File: src/hw/rtl/gta_pkg.sv
// ----------------------------------------------------------------------------
// gta_pkg
// shared types and constants of the greedy track association block
// ----------------------------------------------------------------------------
package gta_pkg;

  localparam int LABEL_W  = 16;
  localparam int SCORE_W  = 16;
  localparam int EXTENT_W = 23;
  localparam int TIME_W   = 63;
  localparam int IDENT_W  = 32;
  localparam int STATUS_W = 3;
  localparam int GATE_W   = 24;
  localparam int OUT_W    = 40;

  localparam logic [STATUS_W-1:0] ST_OK    = 3'd0;
  localparam logic [STATUS_W-1:0] ST_TIME  = 3'd1;
  localparam logic [STATUS_W-1:0] ST_LABEL = 3'd2;
  localparam logic [STATUS_W-1:0] ST_FULL  = 3'd3;
  localparam logic [STATUS_W-1:0] ST_IDS   = 3'd4;

  localparam logic REG_GATE  = 1'b0;
  localparam logic REG_FIRST = 1'b1;

  typedef struct packed {
    logic               valid;
    logic               used;
    logic [LABEL_W-1:0] label;
    logic [IDENT_W-1:0] ident;
  } meta_t;

  typedef struct packed {
    logic shift;
    logic wr_en;
    logic clr_used;
  } cell_ctl_t;

  typedef enum logic [1:0] {
    S_IDLE,
    S_SCAN,
    S_DRAIN,
    S_DONE
  } state_t;

endpackage

File: src/hw/rtl/gta_cell.sv
// ----------------------------------------------------------------------------
// gta_cell
// one track entry of the circulating track ring
// ----------------------------------------------------------------------------
module gta_cell #(
  parameter int COORD_BITS = 24
) (
  input  logic                      clk,
  input  logic                      rst,
  input  gta_pkg::cell_ctl_t        ctl,
  input  gta_pkg::meta_t            nb_meta,
  input  logic [3*COORD_BITS-1:0]   nb_ctr,
  input  gta_pkg::meta_t            wr_meta,
  input  logic [3*COORD_BITS-1:0]   wr_ctr,
  output gta_pkg::meta_t            meta,
  output logic [3*COORD_BITS-1:0]   ctr
);
  import gta_pkg::*;

  always_ff @(posedge clk) begin
    if (rst) begin
      meta.valid <= 1'b0;
      meta.used  <= 1'b0;
    end else if (ctl.shift) begin
      meta <= nb_meta;
      ctr  <= nb_ctr;
    end else begin
      if (ctl.wr_en) begin
        meta.valid <= 1'b1;
        meta.label <= wr_meta.label;
        meta.ident <= wr_meta.ident;
        ctr        <= wr_ctr;
      end
      if (ctl.clr_used) begin
        meta.used <= 1'b0;
      end else if (ctl.wr_en) begin
        meta.used <= 1'b1;
      end
    end
  end

endmodule

File: config.mk
export PLATFORM = sky130hd
export DESIGN_NAME = gta_cell
export DESIGN_NICKNAME = d
export VERILOG_FILES = /design/src/hw/rtl/gta_pkg.sv /design/src/hw/rtl/gta_cell.sv
export SDC_FILE = /design/constraint.sdc
export NUM_CORES = 1
export LEC_CHECK = 0
export ABC_AREA = 0
export BUFFER_PORTS_ARGS = -buffer_cell sky130_fd_sc_hd__buf_4
export CAP_MARGIN = 20
export CELL_PAD_IN_SITES_DETAIL_PLACEMENT = 1
export CELL_PAD_IN_SITES_GLOBAL_PLACEMENT = 2
export CORE_UTILIZATION = 23
export CTS_BUF_LIST = sky130_fd_sc_hd__clkbuf_4
export DETAILED_ROUTE_END_ITERATION = 8
export GPL_TIMING_DRIVEN = 1
export MAX_ROUTING_LAYER = met4
export PLACE_DENSITY = 0.84
export SLEW_MARGIN = 10
export SYNTH_ARGS = -nofsm -noshare
export SYNTH_HDL_FRONTEND = slang
export SYNTH_SLANG_ARGS = --single-unit
File: constraint.sdc
create_clock -name clk -period 18.35 [get_ports clk]
set_input_delay 0.9175 -clock clk [delete_from_list [all_inputs] [get_ports clk]]
set_output_delay 0.9175 -clock clk [all_outputs]
set_load 0.01 [all_outputs]
; Word-level counts from Yosys, hierarchy flattened
; Cells that the tools add are included.
[word_totals]
ff_bits = 122
output_inout_bits = 122
[classes]
reduce_logical = 3
bitwise = 1
n_mux = 6
[ops]
columns = cell, count
row1 = 72-bit 2-to-1 mux, 2
row2 = 50-bit 2-to-1 mux, 1
row3 = 48-bit 2-to-1 mux, 1
row4 = 3-bit nonzero test, 1
row5 = 1-bit 2-to-1 mux, 2
row6 = 2-bit AND reduction, 1
row7 = 2-bit nonzero test, 1
row8 = 1-bit inverter, 1

; Depth between registers and ports, before layout
[depth]
ltp_word = 3
mapped_depth = 6
ltp_nobuf = 3

; Worst setup path before layout
; Ideal clock, no wire load.
[synth_path]
path_kind = in2reg
start = input ctl[2] (netlist bit)
end = register ctr[0], enable pin
slack_ps = 11357
required_time_ps = 17747
arrival_time_ps = 6389
path_buffers = 3
setup_time_ps = 603
cell_stages = 5
path_cell_list = buf_6 buf_6 buf_6 nor2_1 nor2_1
[synth_via]
elab_chain_cells = 2
[synth_rtl]
columns = item, line
row1 = start: declaration, gta_cell.sv:10  ; input gta_pkg::cell_ctl_t ctl,
row2 = 2-bit nonzero test (no line), n/a
row3 = 2-bit AND reduction (no line), n/a
row4 = end signal: assignment, gta_cell.sv:26  ; ctr <= nb_ctr;
row5 = end signal: assignment, gta_cell.sv:32  ; ctr <= wr_ctr;
row6 = end: declaration, gta_cell.sv:16  ; output logic [3*COORD_BITS-1:0] ctr
; Every way passes these cells.
; A chain may end at the register's enable or synchronous reset.

; Worst setup path in the final report
[layout_path]
start = input ctl[2] (netlist bit)
end = register meta[33] (netlist bit), enable pin
[layout_via]
elab_chain_cells = 2
[layout_rtl]
columns = item, line
row1 = 2-bit nonzero test (no line), n/a
row2 = 2-bit AND reduction (no line), n/a
row3 = end signal: assignment, gta_cell.sv:25  ; meta <= nb_meta;
row4 = end: declaration, gta_cell.sv:15  ; output gta_pkg::meta_t meta,
; Every way passes these cells.

==> out/metrics.cfg <==
[critical_path]
r2r-start=meta[49]$_SDFFE_PP0P_
crit_end=meta[33]$_DFFE_PP_
critPathMaxFanout=68
crit_path_end_kind=flip-flop
worst-setup-path-type=in -> reg
r2r_slack_ps=17680
cp-startpoint=ctl[2]
slowest_stage=buf_4
path_cells=buf_6, nor2_1, nor2_4, buf_4, buf_4
crit_top_cell=buf_4
crit_path_start_kind=input pin
worstPathArrival_ps=2990
r2r-end=meta[49]$_SDFFE_PP0P_
cpPeakStageDelay_ps=790
rr_worst_depth=2
required_ps=18490

[grt]
antenna_found_initial=1
grtUsageTotal=0.139
grt_pass1_wl_um=23400
grt_start_max_net_pins=69
overflow=0
grt_pass1_vias=4201

[clock_tree]
cts.sinks=122
cts_made_buffers=17
clkTransAtPathRegs_ps=100
cts-resized-gates=0
cts_tree=done
cts_root_buffer=clkbuf_4
insertion_delay_ps=500
hold_buffers=0
post_cts_buffers=0
clockBufferDepth=2
htreeDepth=4

[routing]
met1_length_um=6050
wl_per_cell_um=17.1
drtAntennaViolNets=0
wl_met2_um=8340
drc=0
drtIter0Drc=148
firstDrtPassIters=4
route.top_layer_used=met4
num_vias=3830
post_drt_via_cell_ratio=4.07
wirelength_um=16100
dr_wl_met3_um=1390

[yosys]
synthCells=265
ys_seq_area_frac=0.685
synth.distinct_cells=12
ys.warnings.count=0
synth_nets=514
avgSynthCellArea_um2=20.1
syn_area_um2=5320
synth-seq-cells=122

[floorplan]
start_util=0.235
rows=55
die_w_um=154
dieArea_um2=23700
coreArea_um2=22600
io_pins=371
die_h_um=154

[finish]
layout-drive-gt1-share=0.796
n_fill_cell=2399
area_growth_pct=62.1
layout.nets=891

[timing]
setup_viol=0
fin_crit_sh=0.155
drv_slew=0
skew_ps=0
rsz0062_at_grt=false
worstMarginPinSlew_ps=934
final.min_clock_period_ps=2850
hold_viol=0
slew_headroom=0.377
tns_ps=0
clock.fmax_ghz=0.351
hold_slack_ps=542

[hold_path]
min_path_type=reg -> reg
min-delay-start=meta[48]$_SDFFE_PP0P_

[power]
power_uw=669
ir_drop_mv=0.0359
power-per-cell-area_nw_per_um2=77.6
power_leakage_nw=3.77

[placement]
place_congestion=0.713
port_buffers=368
dp.final_hpwl_um=12300

[status]
status=complete, no violations

[run]
drv_cap=0

-- cell families after synthesis --
| group | count (synthesis) | synth area share |
|---|---|---|
| buffers and inverters | 14 | 0.0214 |
| AOI/OAI and AO/OA | 2 | 0.00188 |
| and+or+nand+nor | 7 | 0.00588 |
| DFF | 122 | 0.685 |
| muxes | 120 | 0.286 |
-- worst max-delay path, delay by kind of cell --
family / cells / cell delay (ps)
buf+inv: 3 / 1630
simple gates: 2 / 220
-- stage by stage --
step,setup WS (ps),std cells,cell area [um^2],utilization
after detailed placement,14950,908,8370,0.369
final,15500,940,8620,0.381
after global routing,15440,940,8620,0.381
after global placement,14960,908,8370,0.369
after floorplan,11360,265,5320,-
after CTS,15570,938,8610,0.380
-- per-layer routing --
metal | GRT usage | vias to the layer above
li1 | - | 1794
met1 | 0.143 | 1779
met2 | 0.243 | 238
met3 | 0.0454 | 19
met4 | 0.0600 | 0
met5 | - | -
-- flip-flops by register name, indices dropped and copies added, names as in the netlist --
register / count
ctr: 72
meta: 50
-- power breakdown --
group | switching [mW] | total (mW) | internal, mW | leakage [nW]
Clock | 0.106 | 0.186 | 0.0800 | 0.136
Combinational | 0.0511 | 0.138 | 0.0864 | 2.47
Sequential | 0.00748 | 0.345 | 0.338 | 1.17
-- cell usage after synthesis --
master	n	share of area
mux2_2	75	0.16
a21oi_1	1	0.00094
nand2_1	1	0.00071
nor2b_1	1	0.0012
buf_6	7	0.015
dfxtp_1	2	0.0075
nor3_1	2	0.0019
mux2_4	45	0.13
o21ai_1	1	0.00094
edfxtp_1	120	0.68
buf_2	7	0.0066
nor2_1	3	0.0021
-- final cells by class --
type	count	area (um^2)	share of cell area
Antenna cell	2	5.00	0.000581
Clock buffer	19	143	0.0165
Clock inverter	11	106	0.0123
Multi-Input combinational cell	129	1570	0.182
Sequential cell	122	3640	0.423
Tap cell	285	357	0.0414
Timing Repair Buffer	372	2800	0.324
-- worst min path at each step --
| stage | cells after the start | endpoint |
|---|---|---|
| floorplan | 2 | meta[48]$_SDFFE_PP0P_ |
| global placement | 2 | meta[48]$_SDFFE_PP0P_ |
| detailed placement | 2 | meta[48]$_SDFFE_PP0P_ |
| CTS | 2 | meta[48]$_SDFFE_PP0P_ |
| global route | 2 | meta[48]$_SDFFE_PP0P_ |
| finish | 2 | meta[48]$_SDFFE_PP0P_ |
-- cells in the final DEF, fill, tap and decap left out --
cell type	n
nor2_1	2
nor2_4	1
bufinv_16	2
nor3_1	2
edfxtp_1	120
diode_2	2
mux2_2	75
clkbuf_4	19
dfxtp_1	2
a21oi_1	1
buf_6	1
mux2_4	45
clkinvlp_4	2
clkinv_2	4
nand2_1	1
clkinv_1	3
nor2b_1	1
buf_4	371
o21ai_1	1
No activity file was read; power rests on OpenSTA's default activity.
